$ cat src/sv/nml_pkg.sv
package nml_pkg;

  localparam int TICK_CYCLES = 4;
  localparam int TW    = 21;
  localparam int HW    = TW + 1;
  localparam int DW    = 9;
  localparam int LANES = 4;
  localparam logic [23:0] LAT_MAX = 24'hFFFFFF;

  localparam logic [2:0] MODE_NONE      = 3'd0;
  localparam logic [2:0] MODE_MESH_SHRT = 3'd1;
  localparam logic [2:0] MODE_MESH_RAND = 3'd2;
  localparam logic [2:0] MODE_CLOS_SHRT = 3'd3;
  localparam logic [2:0] MODE_CLOS_RAND = 3'd4;

  localparam logic [2:0] CFG_MODEL      = 3'd0;
  localparam logic [2:0] CFG_TPC        = 3'd1;
  localparam logic [2:0] CFG_TPS        = 3'd2;
  localparam logic [2:0] CFG_SWX        = 3'd3;
  localparam logic [2:0] CFG_CHX        = 3'd4;
  localparam logic [2:0] CFG_CORES      = 3'd5;
  localparam logic [2:0] CFG_COST       = 3'd6;
  localparam logic [2:0] CFG_CONTENTION = 3'd7;

  localparam int COST_THREAD  = 0;
  localparam int COST_TOKEN   = 1;
  localparam int COST_TSWITCH = 2;
  localparam int COST_LINK_ON = 3;
  localparam int COST_LINK_OFF = 4;
  localparam int COST_SERIAL  = 5;
  localparam int COST_SWITCH  = 6;
  localparam int COST_CLOSED  = 7;

  localparam logic [2:0] CORES_256 = 3'd2;
  localparam logic [2:0] CORES_4K  = 3'd6;

  localparam logic [1:0] KIND_ZERO   = 2'd0;
  localparam logic [1:0] KIND_THREAD = 2'd1;
  localparam logic [1:0] KIND_HOPS   = 2'd2;

  typedef logic [TW-1:0] word_t;
  typedef logic [DW-1:0] dvs_t;

  typedef struct packed {
    logic [2:0]  model;
    logic [8:0]  tpc;
    logic [8:0]  tps;
    logic [6:0]  swx;
    logic [4:0]  chx;
    logic [2:0]  cores;
    logic [63:0] cost;
    logic [15:0] cf;
  } cfg_t;

  typedef struct packed {
    word_t       s;
    word_t       t;
    word_t       ssw;
    word_t       tsw;
    word_t       sc;
    word_t       tc;
    logic [9:0]  ntok;
    logic        route_open;
  } ctx_t;

  typedef struct packed {
    logic [1:0]    kind;
    logic          err;
    logic [HW-1:0] on;
    logic [HW-1:0] off;
    logic [9:0]    ntok;
    logic          route_open;
  } hop_t;

  function automatic logic [7:0] cost_byte(logic [63:0] tbl, int k);
    return tbl[8*k +: 8];
  endfunction

  function automatic dvs_t nz(dvs_t v);
    return (v == '0) ? dvs_t'(1) : v;
  endfunction

  function automatic word_t absdiff(word_t a, word_t b);
    return (a > b) ? a - b : b - a;
  endfunction

  function automatic logic [4:0] rand_on(logic [2:0] code);
    case (code)
      3'd2: return 5'd5;
      3'd3: return 5'd6;
      3'd4: return 5'd8;
      3'd5: return 5'd12;
      3'd6: return 5'd20;
      default: return 5'd0;
    endcase
  endfunction

  function automatic logic [2:0] rand_off(logic [2:0] code);
    case (code)
      3'd3: return 3'd1;
      3'd4: return 3'd2;
      3'd5: return 3'd3;
      3'd6: return 3'd6;
      default: return 3'd0;
    endcase
  endfunction

endpackage

$ cat src/sv/nml_if.sv


interface nml_cfg_if;
  logic        valid;
  logic        ready;
  logic [2:0]  index;
  logic [63:0] data;
  modport source(output valid, index, data, input ready);
  modport sink(input valid, index, data, output ready);
endinterface

$ cat src/sv/nml_cfg.sv
module nml_cfg (
  input  logic            clk_i,
  input  logic            rst_ni,
  nml_cfg_if.sink         cfg_i,
  output nml_pkg::cfg_t   cfg_o
);

  nml_pkg::cfg_t cfg_q, cfg_d;

  assign cfg_i.ready = 1'b1;
  assign cfg_o = cfg_q;

  always_comb begin
    cfg_d = cfg_q;
    if (cfg_i.valid) begin
      case (cfg_i.index)
        nml_pkg::CFG_MODEL:      cfg_d.model = cfg_i.data[2:0];
        nml_pkg::CFG_TPC:        cfg_d.tpc   = cfg_i.data[8:0];
        nml_pkg::CFG_TPS:        cfg_d.tps   = cfg_i.data[8:0];
        nml_pkg::CFG_SWX:        cfg_d.swx   = cfg_i.data[6:0];
        nml_pkg::CFG_CHX:        cfg_d.chx   = cfg_i.data[4:0];
        nml_pkg::CFG_CORES:      cfg_d.cores = cfg_i.data[2:0];
        nml_pkg::CFG_COST:       cfg_d.cost  = cfg_i.data;
        nml_pkg::CFG_CONTENTION: cfg_d.cf    = cfg_i.data[15:0];
        default: cfg_d = cfg_q;
      endcase
    end
  end

  always_ff @(posedge clk_i or negedge rst_ni) begin
    if (!rst_ni) begin
      cfg_q.model <= nml_pkg::MODE_NONE;
      cfg_q.tpc   <= 9'd256;
      cfg_q.tps   <= 9'd16;
      cfg_q.swx   <= 7'd4;
      cfg_q.chx   <= 5'd1;
      cfg_q.cores <= nml_pkg::CORES_256;
      cfg_q.cost  <= '0;
      cfg_q.cf    <= 16'd256;
    end else begin
      cfg_q <= cfg_d;
    end
  end

endmodule

$ cat src/flat_wrapper.sv
// flat-port wrapper written by rule: the top's interface ports become plain ports
module nml_cfg_flat 
  (clk_i, rst_ni, cfg_o, cfg_i_valid, cfg_i_index, cfg_i_data, cfg_i_ready);
  nml_cfg_if cfg_i_i ();
  input  logic clk_i;
  input  logic rst_ni;
  output nml_pkg::cfg_t cfg_o;
  input wire logic [$bits(cfg_i_i.valid)-1:0] cfg_i_valid;
  input wire logic [$bits(cfg_i_i.index)-1:0] cfg_i_index;
  input wire logic [$bits(cfg_i_i.data)-1:0] cfg_i_data;
  output wire logic [$bits(cfg_i_i.ready)-1:0] cfg_i_ready;
  assign cfg_i_i.valid = cfg_i_valid;
  assign cfg_i_i.index = cfg_i_index;
  assign cfg_i_i.data = cfg_i_data;
  assign cfg_i_ready = cfg_i_i.ready;
  nml_cfg u_core (.clk_i(clk_i), .rst_ni(rst_ni), .cfg_i(cfg_i_i), .cfg_o(cfg_o));
endmodule
$ cat config.mk
export PLATFORM = sky130hd
export DESIGN_NAME = nml_cfg_flat
export DESIGN_NICKNAME = d
export VERILOG_FILES = /design/src/sv/nml_pkg.sv /design/src/sv/nml_if.sv /design/src/sv/nml_cfg.sv /design/src/flat_wrapper.sv
export SDC_FILE = /design/constraint.sdc
export NUM_CORES = 1
export LEC_CHECK = 0
export ABC_CLOCK_PERIOD_IN_PS = 900
export BUFFER_PORTS_ARGS = -buffer_cell sky130_fd_sc_hd__buf_2
export CAP_MARGIN = 20
export CORE_MARGIN = 4
export CORE_UTILIZATION = 49
export CTS_BUF_LIST = sky130_fd_sc_hd__clkbuf_16
export DETAILED_ROUTE_END_ITERATION = 16
export PLACE_DENSITY_LB_ADDON = 0.1
export SYNTH_ARGS = -nofsm -noshare
export SYNTH_HDL_FRONTEND = slang
export SYNTH_SLANG_ARGS = --single-unit
$ cat constraint.sdc
create_clock -name clk_i -period 0.9 [get_ports clk_i]
set_input_delay 0.135 -clock clk_i [delete_from_list [all_inputs] [get_ports clk_i]]
set_output_delay 0.135 -clock clk_i [all_outputs]
set_load 0.1 [all_outputs]
==> flow_results.org, run 1 <==
** Yosys
- In this run the mean area of a mapped cell was 18.7 sq um.
- Seq/Total Area, Yosys :: 0.607
- Counting flops and latches in the post-synthesis netlist gives 116.
- Synthesis produced a netlist whose cell count is 256.
- EDFF count, synth :: 0
- Share of async-settable or async-resettable flops after synthesis :: 1.00
- Count of unique library cells instantiated by Yosys :: 17
- In the synthesized netlist the dominant register cell turns out to be dfrtp_1.
- Synthesis produced a netlist with a net count of 326.
- Cell area after technology mapping :: 4800 sq um
- For this run, the number of Yosys warnings is 0.

** Clock network
- TritonCTS Sinks :: 116
- Buffers inserted to repair hold after CTS numbered 52.
- The H-tree was split into 4 levels.
- Buffers from clock root to sink, at most :: 2
- Post-CTS Setup Bufs :: 37
- CTS placed an instance of clkbuf_16 at the clock tree root.
- The number of gates resized after CTS was 38.
- Number of buffers added by the clock tree synthesis step :: 17

** Place
- Post-placement worst setup slack :: -405 ps
- Summed over all nets, the half-perimeter wirelength after detailed placement is 10,100 microns.
- Routability-driven placement finished with a final weighted congestion of 0.768.
- Port-buffer cells :: 185

** Outcome
- It got as far as clock tree synthesis and failed there.
- The run stopped with a tool error.
- Error :: [ERROR DPL-0038] Utilization greater than 100%, impossible to legalize

** Floorplan
- Number of top-level pins :: 187
- Site row count :: 35
- The die is 107 microns wide.
- The initial utilization of the core area, before any placement, comes to 0.512.
- The die is 107 microns tall.
[per-stage QoR]
stage                     instances  cell area [sq um]
after detailed placement        574               8100
after global placement          574               8100
after floorplan                 256               5270
[synth_stat cells (2+ instances only)]
cell type,count,share of area
mux2_2,42,0.099
and4bb_2,2,0.0052
buf_6,3,0.0070
buf_12,6,0.025
mux2_1,7,0.016
dfrtp_1,110,0.57
dfstp_2,6,0.033
mux2_4,67,0.21
buf_4,5,0.0078
[cells by family after synthesis]
family                 after synthesis  synth area share
muxes                              116             0.325
DFF                                116             0.607
buffers and inverters               15            0.0410
and+or+nand+nor                      8            0.0266
other                                1          0.000782
==> inputs of run 2 (changes only) <==
CORE_UTILIZATION = 40   (was 49)
CTS_BUF_LIST = default   (was sky130_fd_sc_hd__clkbuf_16)
PLACE_DENSITY_LB_ADDON = 0.15   (was 0.1)
==> flow_results.org, run 2 <==
** Outcome
- Outcome :: finished, violations left
- Violations in the final reports :: negative setup slack

** Clock network
- The deepest clock path buffer count came to 2 (unchanged).
- Number of H-tree levels :: 4 (unchanged)
- The root buffer cell chosen for the clock tree is clkbuf_16.
- For the worst-skew pair, the clock arrives at the later sink with an insertion delay of 400 ps.
- The number of buffers created by CTS was 17 (unchanged).
- TritonCTS built the clock tree.
- Clock transition at the registers of the reported paths :: 50 ps
- TritonCTS Sinks :: 116 (unchanged)

** Timing
- Timing would allow up to 743 MHz.
- Least setup slack across all paths after layout :: -446 ps
- Hold WS :: 42.7 ps
- Post-layout min period :: 1350 ps
- Post-Route Skew :: 0 ps
- In the finished design, the share of the clock period the worst path needs comes to 1.50.
- The number of hold-slack violations in the final timing report is 0.
- Setup violations remaining at the end of the flow were counted as 146.
- Unrepaired setup endpoints after global routing :: true
- The number of pins exceeding their max-slew limit in the final report came to 0.

** Drt
- The routed layout has 3,378 vias.
- After detailed routing, the number of remaining DRC violations is 0.
- In the final routed layout, each cell accounts on average for 20.8 microns.
- Iter 0 DRT Violations :: 225
- Total wire length after detailed routing :: 14,700 microns
- Number of nets still failing antenna checks after routing :: 0
- For this run, the detailed router's first-pass iteration total came to 4.
- Routed vias/inst :: 4.78

** Floorplan
- The floorplan die height was 117 microns (+9.9%).
- Starting density of the core :: 0.415 (-0.0971)
- Placeable Area :: 11,600 sq um
- Die area :: 13,800 sq um
- The floorplan die width was 117 microns (+9.9%).
- The count of pins on the block boundary is 187 (unchanged).
- The row count is 39 (+11%).

** Global route
- Global-route wire length before repair :: 22,700 microns
- Global routing finished with a remaining overflow of 0.
- Entering global routing, the biggest net connects 62 pins.
- Antenna violations before repair :: 0
- Across every metal layer, demand over resource in global routing totals 0.214.
- Via count of the first global-routing pass :: 3,850

** Yosys
- The synthesized net count was 326 (unchanged).
- The count of flip-flops with a built-in enable after synthesis is 0 (unchanged).
- For this run, the leading register cell type out of synthesis is dfrtp_1.
- Cell type with the highest aggregate area in the netlist :: dfrtp_1
- Library cell with the highest instance count after synthesis :: dfrtp_1
- The number of different library cells in the post-synthesis netlist came to 17 (unchanged).
- Cell area after technology mapping :: 4800 sq um (unchanged)
- Average cell area after synthesis :: 18.7 sq um (unchanged)
- Share of async-settable or async-resettable flops after synthesis :: 1.00 (unchanged)
- Post-synth top area share :: 0.574 (unchanged)
- Cell types with the highest counts after synthesis :: dfrtp_1 (110), mux2_4 (67), mux2_2 (42)
- The count of mapped cells out of synthesis came to 256 (unchanged).
- The number of flip-flops and latches in the synthesized netlist was 116 (unchanged).
- Seq/Total Area, Yosys :: 0.607 (unchanged)
- Warnings, synthesis :: 0 (unchanged)
- Sorting the synthesized cells by area gives the leading types as dfrtp_1 (57%), mux2_4 (21%), mux2_2 (9.9%).

** Layout
- The library cell used most frequently in the layout, excluding fill and tap cells, is buf_12.
- Leading cell types in the layout, fill and taps excluded :: buf_12 (122), mux2_4 (112), dfrtp_2 (81), buf_2 (66), dlygate4sd3_1 (58)
- Share of layout cells above drive strength 1 :: 0.883
- The repair_antennas step left the layout with diodes totalling 0.
- Number of flip-flops under the largest register name :: 116
- Total non-filler cell area in the finished layout :: 9640 sq um
- The area growth from synthesis to layout is 101%.
- Number of nets at the end of the flow :: 622
- Non-filler cells, final :: 707

** Place
- The total placed cells including tap cells was 584 (+1.7%).
- Weighted congestion at the end of routability-driven global placement :: 0.733 (-4.5%)
- Final HPWL from detailed placement :: 8780 microns (-13%)
- The number of port buffers was 185 (unchanged).
- The instance area after placement is 8070 sq um (-0.46%).
- Post-placement worst setup slack :: -392 ps (+13.1 ps)

** Power and ir drop
- Static leakage :: 4.54 nW
- Total power for the finished layout comes to 0.0320 W.
- Power per cell area :: 3320 nW/um^2
- The worst-case IR drop observed on VDD is 0.00234 V.

** Worst setup path
- Cells traversed along the worst timing path :: buf_12
- In this run the worst path has a maximum fanout of 2.
- Kind of cell adding the most delay to the critical path :: flip-flops
- Type of the setup path with the least slack :: reg2out
- Crit path buf inv count :: 1
- Among all stages on the critical path, the largest delay is contributed by dfstp_4.
- For the worst setup path, the data required time is 760 ps.
- STA puts the critical path data arrival time at 1210 ps.
- In this design, the stage delay of the slowest critical-path cell is 630 ps.
- Worst-case register-to-register setup slack :: -180 ps
- Critical path startpoint category :: flip-flop
- Worst setup EP type :: output port

** Min path
- In this run the worst hold path is classified as in2reg.

** Run
- The tool flagged a number of max-cap violations equal to 0.
## run 2: cell counts after synthesis
Identical to the previous run, type by type.
## run 2: path summary, 6_finish.rpt
check,start,end,cells past startpoint
worst max-delay path,u_core.cfg_o[112],cfg_o[112],1
worst min-delay path,cfg_i_data[5],u_core.cfg_o[93],2
worst max register to register,u_core.cfg_o[94],u_core.cfg_o[94],3
worst min register to register,u_core.cfg_o[106],u_core.cfg_o[106],1
max in group asynchronous,rst_ni,u_core.cfg_o[8],3
min in group asynchronous,rst_ni,u_core.cfg_o[113],3
## run 2: cell type report
type / instances / area, sq um
tap: 143 / 179
clock inverter: 4 / 70.1
clock buffer: 27 / 523
fill: 523 / 1920
timing repair buffer: 292 / 3840
sequential: 116 / 3140
multi-input combinational: 125 / 1890
## run 2: per-stage QoR
| step | util | setup TNS (ps) |
|---|---|---|
| 2_1_floorplan | - | -23720 |
| 3_3_place_gp | 0.697 | -37710 |
| 3_5_place_dp | 0.697 | -40720 |
| 4_1_cts | 0.813 | -33520 |
| 5_1_grt | 0.834 | -35890 |
| 6_report | 0.834 | -31850 |
## run 2: timing repair
item                                    4_1_cts  5_1_grt
hold endpoints to repair                    179        0
cloned                                        0        1
gates resized for setup                      14       32
pin swaps                                     0        1
endpoints found under the setup margin      116      131
hold buffers                                 58        0
setup buffers                                14       28
## run 2: where the power goes
part	switching [W]	internal (W)	total (W)
sequential	0.00142	0.00682	0.00824
clock	0.00225	0.00449	0.00674
combinational	0.0102	0.00682	0.0170
total	0.0138	0.0181	0.0320
## run 2: cells by family after synthesis
group                  Yosys count  share of synthesized area
flip-flops                     116                      0.607
buffers and inverters           15                     0.0410
multiplexers                   116                      0.325
AND/OR/NAND/NOR                  8                     0.0266
other                            1                   0.000782
## run 2: layer usage
layer  vias up  part of all wire  global-route usage
met5         -                 0                   0
met4         0             0.031              0.0967
met3        33             0.058              0.0783
met2       122              0.54               0.360
met1      1723              0.37               0.245
li1       1500                 -                   -
Power figures use the tool's default switching activity.
