--- config.mk ---
export PLATFORM = sky130hd
export DESIGN_NAME = nml_cost_flat
export DESIGN_NICKNAME = d
export VERILOG_FILES = /design/src/sv/nml_pkg.sv /design/src/sv/nml_if.sv /design/src/sv/nml_cost.sv /design/src/flat_wrapper.sv
export SDC_FILE = /design/constraint.sdc
export NUM_CORES = 2
export LEC_CHECK = 0
export BUFFER_PORTS_ARGS = -buffer_cell sky130_fd_sc_hd__buf_2
export CORE_ASPECT_RATIO = 0.7
export CORE_MARGIN = 5
export CORE_UTILIZATION = 55
export CTS_BUF_LIST = sky130_fd_sc_hd__clkbuf_2
export DETAILED_ROUTE_END_ITERATION = 8
export PLACE_DENSITY_LB_ADDON = 0.05
export RECOVER_POWER = 50
export SLEW_MARGIN = 10
export SYNTH_ARGS = -nofsm -noshare
export SYNTH_HDL_FRONTEND = slang
export SYNTH_SLANG_ARGS = --single-unit
--- constraint.sdc ---
create_clock -name clk_i -period 29.1 [get_ports clk_i]
set_input_delay 5.82 -clock clk_i [delete_from_list [all_inputs] [get_ports clk_i]]
set_output_delay 5.82 -clock clk_i [all_outputs]
set_load 0.02 [all_outputs]
--- src/sv/nml_pkg.sv ---
package nml_pkg;

  localparam int TICK_CYCLES = 4;
  localparam int TW    = 21;
  localparam int HW    = TW + 1;
  localparam int DW    = 9;
  localparam int LANES = 4;
  localparam logic [23:0] LAT_MAX = 24'hFFFFFF;

  localparam logic [2:0] MODE_NONE      = 3'd0;
  localparam logic [2:0] MODE_MESH_SHRT = 3'd1;
  localparam logic [2:0] MODE_MESH_RAND = 3'd2;
  localparam logic [2:0] MODE_CLOS_SHRT = 3'd3;
  localparam logic [2:0] MODE_CLOS_RAND = 3'd4;

  localparam logic [2:0] CFG_MODEL      = 3'd0;
  localparam logic [2:0] CFG_TPC        = 3'd1;
  localparam logic [2:0] CFG_TPS        = 3'd2;
  localparam logic [2:0] CFG_SWX        = 3'd3;
  localparam logic [2:0] CFG_CHX        = 3'd4;
  localparam logic [2:0] CFG_CORES      = 3'd5;
  localparam logic [2:0] CFG_COST       = 3'd6;
  localparam logic [2:0] CFG_CONTENTION = 3'd7;

  localparam int COST_THREAD  = 0;
  localparam int COST_TOKEN   = 1;
  localparam int COST_TSWITCH = 2;
  localparam int COST_LINK_ON = 3;
  localparam int COST_LINK_OFF = 4;
  localparam int COST_SERIAL  = 5;
  localparam int COST_SWITCH  = 6;
  localparam int COST_CLOSED  = 7;

  localparam logic [2:0] CORES_256 = 3'd2;
  localparam logic [2:0] CORES_4K  = 3'd6;

  localparam logic [1:0] KIND_ZERO   = 2'd0;
  localparam logic [1:0] KIND_THREAD = 2'd1;
  localparam logic [1:0] KIND_HOPS   = 2'd2;

  typedef logic [TW-1:0] word_t;
  typedef logic [DW-1:0] dvs_t;

  typedef struct packed {
    logic [2:0]  model;
    logic [8:0]  tpc;
    logic [8:0]  tps;
    logic [6:0]  swx;
    logic [4:0]  chx;
    logic [2:0]  cores;
    logic [63:0] cost;
    logic [15:0] cf;
  } cfg_t;

  typedef struct packed {
    word_t       s;
    word_t       t;
    word_t       ssw;
    word_t       tsw;
    word_t       sc;
    word_t       tc;
    logic [9:0]  ntok;
    logic        route_open;
  } ctx_t;

  typedef struct packed {
    logic [1:0]    kind;
    logic          err;
    logic [HW-1:0] on;
    logic [HW-1:0] off;
    logic [9:0]    ntok;
    logic          route_open;
  } hop_t;

  function automatic logic [7:0] cost_byte(logic [63:0] tbl, int k);
    return tbl[8*k +: 8];
  endfunction

  function automatic dvs_t nz(dvs_t v);
    return (v == '0) ? dvs_t'(1) : v;
  endfunction

  function automatic word_t absdiff(word_t a, word_t b);
    return (a > b) ? a - b : b - a;
  endfunction

  function automatic logic [4:0] rand_on(logic [2:0] code);
    case (code)
      3'd2: return 5'd5;
      3'd3: return 5'd6;
      3'd4: return 5'd8;
      3'd5: return 5'd12;
      3'd6: return 5'd20;
      default: return 5'd0;
    endcase
  endfunction

  function automatic logic [2:0] rand_off(logic [2:0] code);
    case (code)
      3'd3: return 3'd1;
      3'd4: return 3'd2;
      3'd5: return 3'd3;
      3'd6: return 3'd6;
      default: return 3'd0;
    endcase
  endfunction

endpackage

--- src/sv/nml_if.sv ---


interface nml_res_if;
  logic        valid;
  logic        ready;
  logic [23:0] latency_cycles;
  logic        config_error;
  modport source(output valid, latency_cycles, config_error, input ready);
  modport sink(input valid, latency_cycles, config_error, output ready);
endinterface


--- src/sv/nml_cost.sv ---
module nml_cost (
  input  logic          clk_i,
  input  logic          rst_ni,
  input  nml_pkg::cfg_t cfg_i,
  input  logic          vld_i,
  input  nml_pkg::hop_t hop_i,
  output logic          en_o,
  nml_res_if.source     res_o
);

  logic vd_q, ve_q, vo_q;

  // products
  logic [1:0]  kind_d_q;
  logic        err_d_q;
  logic [17:0] p_tok_q;
  logic [29:0] p_on_q, p_off_q;
  logic [30:0] p_cl_q, p_sw_q;
  logic [7:0]  ser_q;
  logic [8:0]  ts2_q;

  logic [nml_pkg::HW:0] h, h1;
  assign h  = {1'b0, hop_i.on} + {1'b0, hop_i.off};
  assign h1 = h + 1'b1;

  // sum and contention scaling
  logic [1:0]  kind_e_q;
  logic        err_e_q;
  logic [39:0] whole_q;
  logic [46:0] frac_q;

  // rounding and tick scaling
  logic [55:0] total;
  logic [47:0] ticks;
  logic [52:0] cyc;
  logic [23:0] lat;

  logic [23:0] lat_q;
  logic        err_q;

  assign en_o = !vo_q || res_o.ready;

  always_ff @(posedge clk_i) begin
    if (en_o) begin
      kind_d_q <= hop_i.kind;
      err_d_q  <= hop_i.err;
      p_tok_q  <= hop_i.ntok * nml_pkg::cost_byte(cfg_i.cost, nml_pkg::COST_TOKEN);
      p_on_q   <= hop_i.on * nml_pkg::cost_byte(cfg_i.cost, nml_pkg::COST_LINK_ON);
      p_off_q  <= hop_i.off * nml_pkg::cost_byte(cfg_i.cost, nml_pkg::COST_LINK_OFF);
      p_cl_q   <= hop_i.route_open ? '0 :
                  h1 * nml_pkg::cost_byte(cfg_i.cost, nml_pkg::COST_CLOSED);
      p_sw_q   <= h1 * nml_pkg::cost_byte(cfg_i.cost, nml_pkg::COST_SWITCH);
      ser_q    <= (h != '0) ? nml_pkg::cost_byte(cfg_i.cost, nml_pkg::COST_SERIAL) : 8'd0;
      ts2_q    <= {nml_pkg::cost_byte(cfg_i.cost, nml_pkg::COST_TSWITCH), 1'b0};

      kind_e_q <= kind_d_q;
      err_e_q  <= err_d_q;
      whole_q  <= 40'(p_tok_q) + 40'(p_on_q) + 40'(p_off_q) + 40'(p_cl_q)
                + 40'(ser_q) + 40'(ts2_q);
      frac_q   <= p_sw_q * cfg_i.cf;

      lat_q <= lat;
      err_q <= err_e_q;
    end
  end

  always_comb begin
    total = {8'd0, whole_q, 8'd0} + 56'(frac_q) + 56'd255;
    ticks = total[55:8];
    if (kind_e_q == nml_pkg::KIND_THREAD) begin
      ticks = 48'(nml_pkg::cost_byte(cfg_i.cost, nml_pkg::COST_THREAD));
    end
    cyc = 53'(ticks) * 53'(nml_pkg::TICK_CYCLES);
    lat = (cyc > 53'(nml_pkg::LAT_MAX)) ? nml_pkg::LAT_MAX : cyc[23:0];
    if (kind_e_q == nml_pkg::KIND_ZERO) lat = '0;
  end

  always_ff @(posedge clk_i or negedge rst_ni) begin
    if (!rst_ni) begin
      vd_q <= 1'b0;
      ve_q <= 1'b0;
      vo_q <= 1'b0;
    end else if (en_o) begin
      vd_q <= vld_i;
      ve_q <= vd_q;
      vo_q <= ve_q;
    end
  end

  assign res_o.valid          = vo_q;
  assign res_o.latency_cycles = lat_q;
  assign res_o.config_error   = err_q;

endmodule

--- src/flat_wrapper.sv ---
// flat-port wrapper written by rule: the top's interface ports become plain ports
module nml_cost_flat 
  (clk_i, rst_ni, cfg_i, vld_i, hop_i, en_o, res_o_valid, res_o_latency_cycles, res_o_config_error, res_o_ready);
  nml_res_if res_o_i ();
  input  logic clk_i;
  input  logic rst_ni;
  input  nml_pkg::cfg_t cfg_i;
  input  logic vld_i;
  input  nml_pkg::hop_t hop_i;
  output logic en_o;
  output wire logic [$bits(res_o_i.valid)-1:0] res_o_valid;
  output wire logic [$bits(res_o_i.latency_cycles)-1:0] res_o_latency_cycles;
  output wire logic [$bits(res_o_i.config_error)-1:0] res_o_config_error;
  input wire logic [$bits(res_o_i.ready)-1:0] res_o_ready;
  assign res_o_valid = res_o_i.valid;
  assign res_o_latency_cycles = res_o_i.latency_cycles;
  assign res_o_config_error = res_o_i.config_error;
  assign res_o_i.ready = res_o_ready;
  nml_cost u_core (.clk_i(clk_i), .rst_ni(rst_ni), .cfg_i(cfg_i), .vld_i(vld_i), .hop_i(hop_i), .en_o(en_o), .res_o(res_o_i));
endmodule
Word-level counts from Yosys, hierarchy flattened
Index checks and enable logic that the tools add are counted.
{"block": "classes", "add_sub_neg": 9, "mul": 6, "div_mod_pow": 0, "order_cmp": 1, "n_eq_ne": 1, "shift": 0, "muxes": 2, "bitwise_logic": 0, "reduce_logical": 4}
{"cell": "$mul A23 B8 Y31", "count": 2}
{"cell": "$mul A22 B8 Y30", "count": 2}
{"cell": "$add A56 B8 Y56 const B", "count": 1}
{"cell": "$gt A50 B24 Y1 const B", "count": 1}
{"cell": "$add A48 B47 Y49", "count": 1}
{"cell": "$mux W48", "count": 1}
{"cell": "$mul A31 B16 Y47", "count": 1}
{"cell": "$add A40 B30 Y40", "count": 1}
{"cell": "$add A40 B31 Y40", "count": 1}
{"cell": "$add A40 B8 Y40", "count": 1}
{"cell": "$add A40 B9 Y40", "count": 1}
{"cell": "$add A18 B30 Y31", "count": 1}
{"cell": "$mux W24", "count": 1}
{"cell": "$add A22 B22 Y23", "count": 1}
{"cell": "$add A23 B1 Y23 const B", "count": 1}
{"cell": "$reduce_bool A23 Y1", "count": 1}
{"cell": "$mul A10 B8 Y18", "count": 1}
{"cell": "$eq A2 B1 Y1 const B", "count": 1}
{"cell": "$logic_not A2 Y1", "count": 1}
{"cell": "$logic_not A1 Y1", "count": 1}
{"cell": "$logic_or A1 B1 Y1", "count": 1}
{"block": "word_totals", "reg_bits": 277, "latchBits": 0, "mem_bits_rw": 0, "mem_bits_ro": 0, "inputBits": 178, "output_inout_bits": 27, "n_memories": 0}

Logic depth before layout (Yosys ltp)
{"block": "depth", "word_depth": 5, "mapped_depth": 33, "depth_no_buf": 32}

Worst setup path after synthesis
No wires, ideal clock.
{"block": "synth_timing", "path_kind": "input to output", "startpoint": "in res_o_ready", "endpoint": "out en_o", "t_arrival_ns": 12.411, "t_required_ns": 23.280, "setup_slack_ns": 10.869, "stages": 1, "path_buffers": 0, "cell_sequence": "nand2b_1"}
{"block": "synth_via", "elab_chain_len": 1}
{"element": "start, declared", "line_no": "flat_wrapper.sv:14", "source": "input wire logic [$bits(res_o_i.ready)-1:0] res_o_ready;"}
{"element": "$logic_or A1 B1 Y1", "line_no": "nml_cost.sv:41", "source": "assign en_o = !vo_q || res_o.ready;"}
{"element": "end, declared", "line_no": "flat_wrapper.sv:10", "source": "output logic en_o;"}
No other way between the ends.

Worst setup path in the final report
{"block": "layout_timing", "startpoint": "in res_o_ready", "endpoint": "reg u_core.p_cl_q[6] (enable)"}
{"block": "layout_via", "elab_chain_len": 1}
{"element": "$logic_or A1 B1 Y1", "line_no": "nml_cost.sv:41"}
{"element": "end signal, assigned", "line_no": "nml_cost.sv:50", "source": "p_cl_q <= hop_i.route_open ? '0 :"}
{"element": "end, declared", "line_no": "nml_cost.sv:18", "source": "logic [30:0] p_cl_q, p_sw_q;"}
No other way between the ends.
A chain may end at the register's enable or synchronous reset.

==> flow_metrics.tcl <==
set metrics [dict create \
    io_buffers 168 \
    worst-r2r-cell-count 3 \
    die_w_um 395 \
    hold_depth 0 \
    grt_usage 0.265 \
    fmax_mhz 69.8 \
    rsz0062_at_grt "no" \
    rows 98 \
    setup_tns_ps 0 \
    tritoncts "built" \
    core_area_um2 103000 \
    post-cts-setup-buffers 0 \
    end_kind "register" \
    synth_seq_cells 270 \
    yosysWarnings 0 \
    antenna_found_initial 6 \
    ctsHtreeMaxLevel 3 \
    worst_skew_pair.late_latency_ps 1250 \
    ys.flop_type "edfxtp_1" \
    hold_start "u_core.err_d_q" \
    drc_errors 0 \
    vias 42712 \
    syn_inst 6157 \
    cts_resized 0 \
    cts-buffers-inserted 75 \
    root_buffer "clkbuf_2" \
    drt_iter0_markers 3239 \
    netlist_top_cells_area "fa_1 35%, edfxtp_1 14%, ha_1 11%" \
    nets 7925 \
    postSynth.asyncResetShare 0.0111 \
    postCtsHoldBufs 0 \
    dieHeight_um 280 \
    slew_viol_final 331 \
    clkSinkCount 270 \
    cp.arrival_ps 14920 \
    synth_enable_flop_cells 267 \
    clk_pin_slew_ps 120 \
    syn_to_final_growth_pct 4.72 \
    hpwlAfterDp_mm 115 \
    synth.avg_cell_area_um2 9.28 \
    ys_seq_area_frac 0.142 \
    cp.required_ps 29700 \
    r2r_start "u_core.res_o.valid" \
    max-clock-path-buffers 3 \
    gp_congestion 0.896 \
    drive_above_1_share 0.0603 \
    syn_area_um2 57100 \
    hold_path.class "reg -> reg" \
    die_area_um2 111000 \
    fillers 9350 \
    seq_area_um2 8090 \
    wire_per_inst_um 18.8 \
    maxCapViolCount 6 \
    crit_fanout 138 \
    grt_overflow_total 0 \
    yosysTopAreaCellShare 0.348 \
    antenna_left 0 \
    hold_viol_final 0 \
    yosysTopAreaCell "fa_1" \
    violations "max-capacitance violations, max-slew violations" \
    crit_path_start_kind "input port" \
    finalSetupViolations 0 \
    netlist-cell-type-count 100 \
    drt-total-wl_mm 143 \
    post-route-min-period_ps 14320 \
    io_pins 205 \
    grt_pass1_vias 43273 \
    synth_nets 7842 \
    fin_crit_sh 0.492 \
    startpoint "res_o_ready" \
    grt_max_degree 139 \
    finClkSkew_ps 161 \
    status "complete, but fails checks" \
    multi_input_area_um2 44100 \
    initial_core_util 0.557 \
    critical_path_class "in -> reg" \
    vias_per_cell 5.59 \
    tightest_slew_ps 7500 \
    dr.pass1.iters 6 \
    relSlewSlack -4.00 \
    grt_pass1_wl_mm 235 \
]
## cells by family after synthesis
group	Yosys count	synth area share
and+or+nand+nor	2101	0.187
adders and majority gates	1507	0.461
buffers and inverters	1308	0.0867
AOI/OAI and AO/OA	714	0.0840
DFF	270	0.142
xor gates and xnor gates	247	0.0380
muxes	10	0.00190
## worst paths after layout
path	endpoint	slack, ps
max	u_core.p_cl_q[6]	14780
min reg2reg	u_core.err_e_q	410
min in group asynchronous	u_core.res_o.valid	4530
max in group asynchronous	u_core.ve_q	24420
min	u_core.err_e_q	410
max reg2reg	u_core.p_cl_q[6]	19260
## synth_stat cells, types with 81 or more instances
| cell type | instances |
|---|---|
| a21oi_1 | 188 |
| and2_1 | 468 |
| clkbuf_1 | 195 |
| edfxtp_1 | 267 |
| fa_1 | 994 |
| ha_1 | 513 |
| inv_1 | 1095 |
| nand2_1 | 803 |
| nand2b_1 | 81 |
| nor2_1 | 173 |
| nor2b_1 | 200 |
| nor3_1 | 90 |
| o21ai_0 | 118 |
| xnor2_1 | 164 |
| xor2_1 | 82 |
## final cells by class
cell class | count | share of cell area
Sequential cell | 270 | 0.135
Clock buffer | 96 | 0.00803
Timing Repair Buffer | 218 | 0.0199
Inverter | 1096 | 0.0687
Tap cell | 1350 | 0.0282
Clock inverter | 23 | 0.00291
Multi-Input combinational cell | 4579 | 0.737
Antenna cell | 6 | 0.000251
## routing by layer
metal,vias up,share of wire,track usage
li1,19746,-,-
met4,4,0.018,0.0516
met3,167,0.073,0.0419
met2,1370,0.42,0.387
met5,-,0.00018,0
met1,21425,0.49,0.420
## cells in the final DEF, fill, tap and decap left out, types with 13 or more instances in the layout
cell type     n
or2_2        21
and2_1      457
nand2b_1     81
o21bai_1     28
o211ai_1     21
o21ai_0     118
or3_1        36
a21oi_1     188
nand2_1     803
and3_1       47
a41oi_1      13
and2_0       14
a31oi_1      41
o31ai_1      15
a21o_1       70
nor2_1      173
xor2_1       79
edfxtp_1    267
buf_4        47
a21boi_0     15
nand4_1      23
clkbuf_1     15
ha_1        513
nand3_1      74
nor2b_1     200
fa_1        994
buf_2       156
o21a_1       42
nor3_1       90
xnor2_1     163
clkbuf_2     96
nor4_1       17
inv_1      1095
a211oi_1     34
## worst max-delay path: stages
cell and delay [ps]:
buf_2 70, nand2b_1 860, clkbuf_1 2560, clkbuf_1 5150
## metrics by stage
step / hold slack (ps) / cells / instance area [µm²] / util / setup WS (ps)
CTS: 420 / 7632 / 59900 / 0.584 / 15570
floorplan: 400 / 6157 / 57100 / - / 10870
detailed placement: 414 / 7513 / 59300 / 0.577 / 14340
global route: 438 / 7637 / 59800 / 0.583 / 14020
finish: 413 / 7638 / 59800 / 0.583 / 14780
global placement: 402 / 7513 / 59300 / 0.577 / 14560
## flip-flops by register name (all words and copies together), names as in the netlist
signal and cells:
u_core.res_o.latency_cycles 23, u_core.p_cl_q 31, u_core.res_o.config_error 1, u_core.vd_q 1
u_core.p_off_q 30, u_core.err_e_q 1, u_core.kind_e_q 2, u_core.whole_q 34
u_core.err_d_q 1, u_core.res_o.valid 1, u_core.ts2_q 8, u_core.ve_q 1
u_core.p_sw_q 31, u_core.kind_d_q 2, u_core.ser_q 8, u_core.p_on_q 30
u_core.frac_q 47, u_core.p_tok_q 18
Power is not shown: default switching activity piles up to over one toggle a cycle in this logic, so the estimate is an artifact.
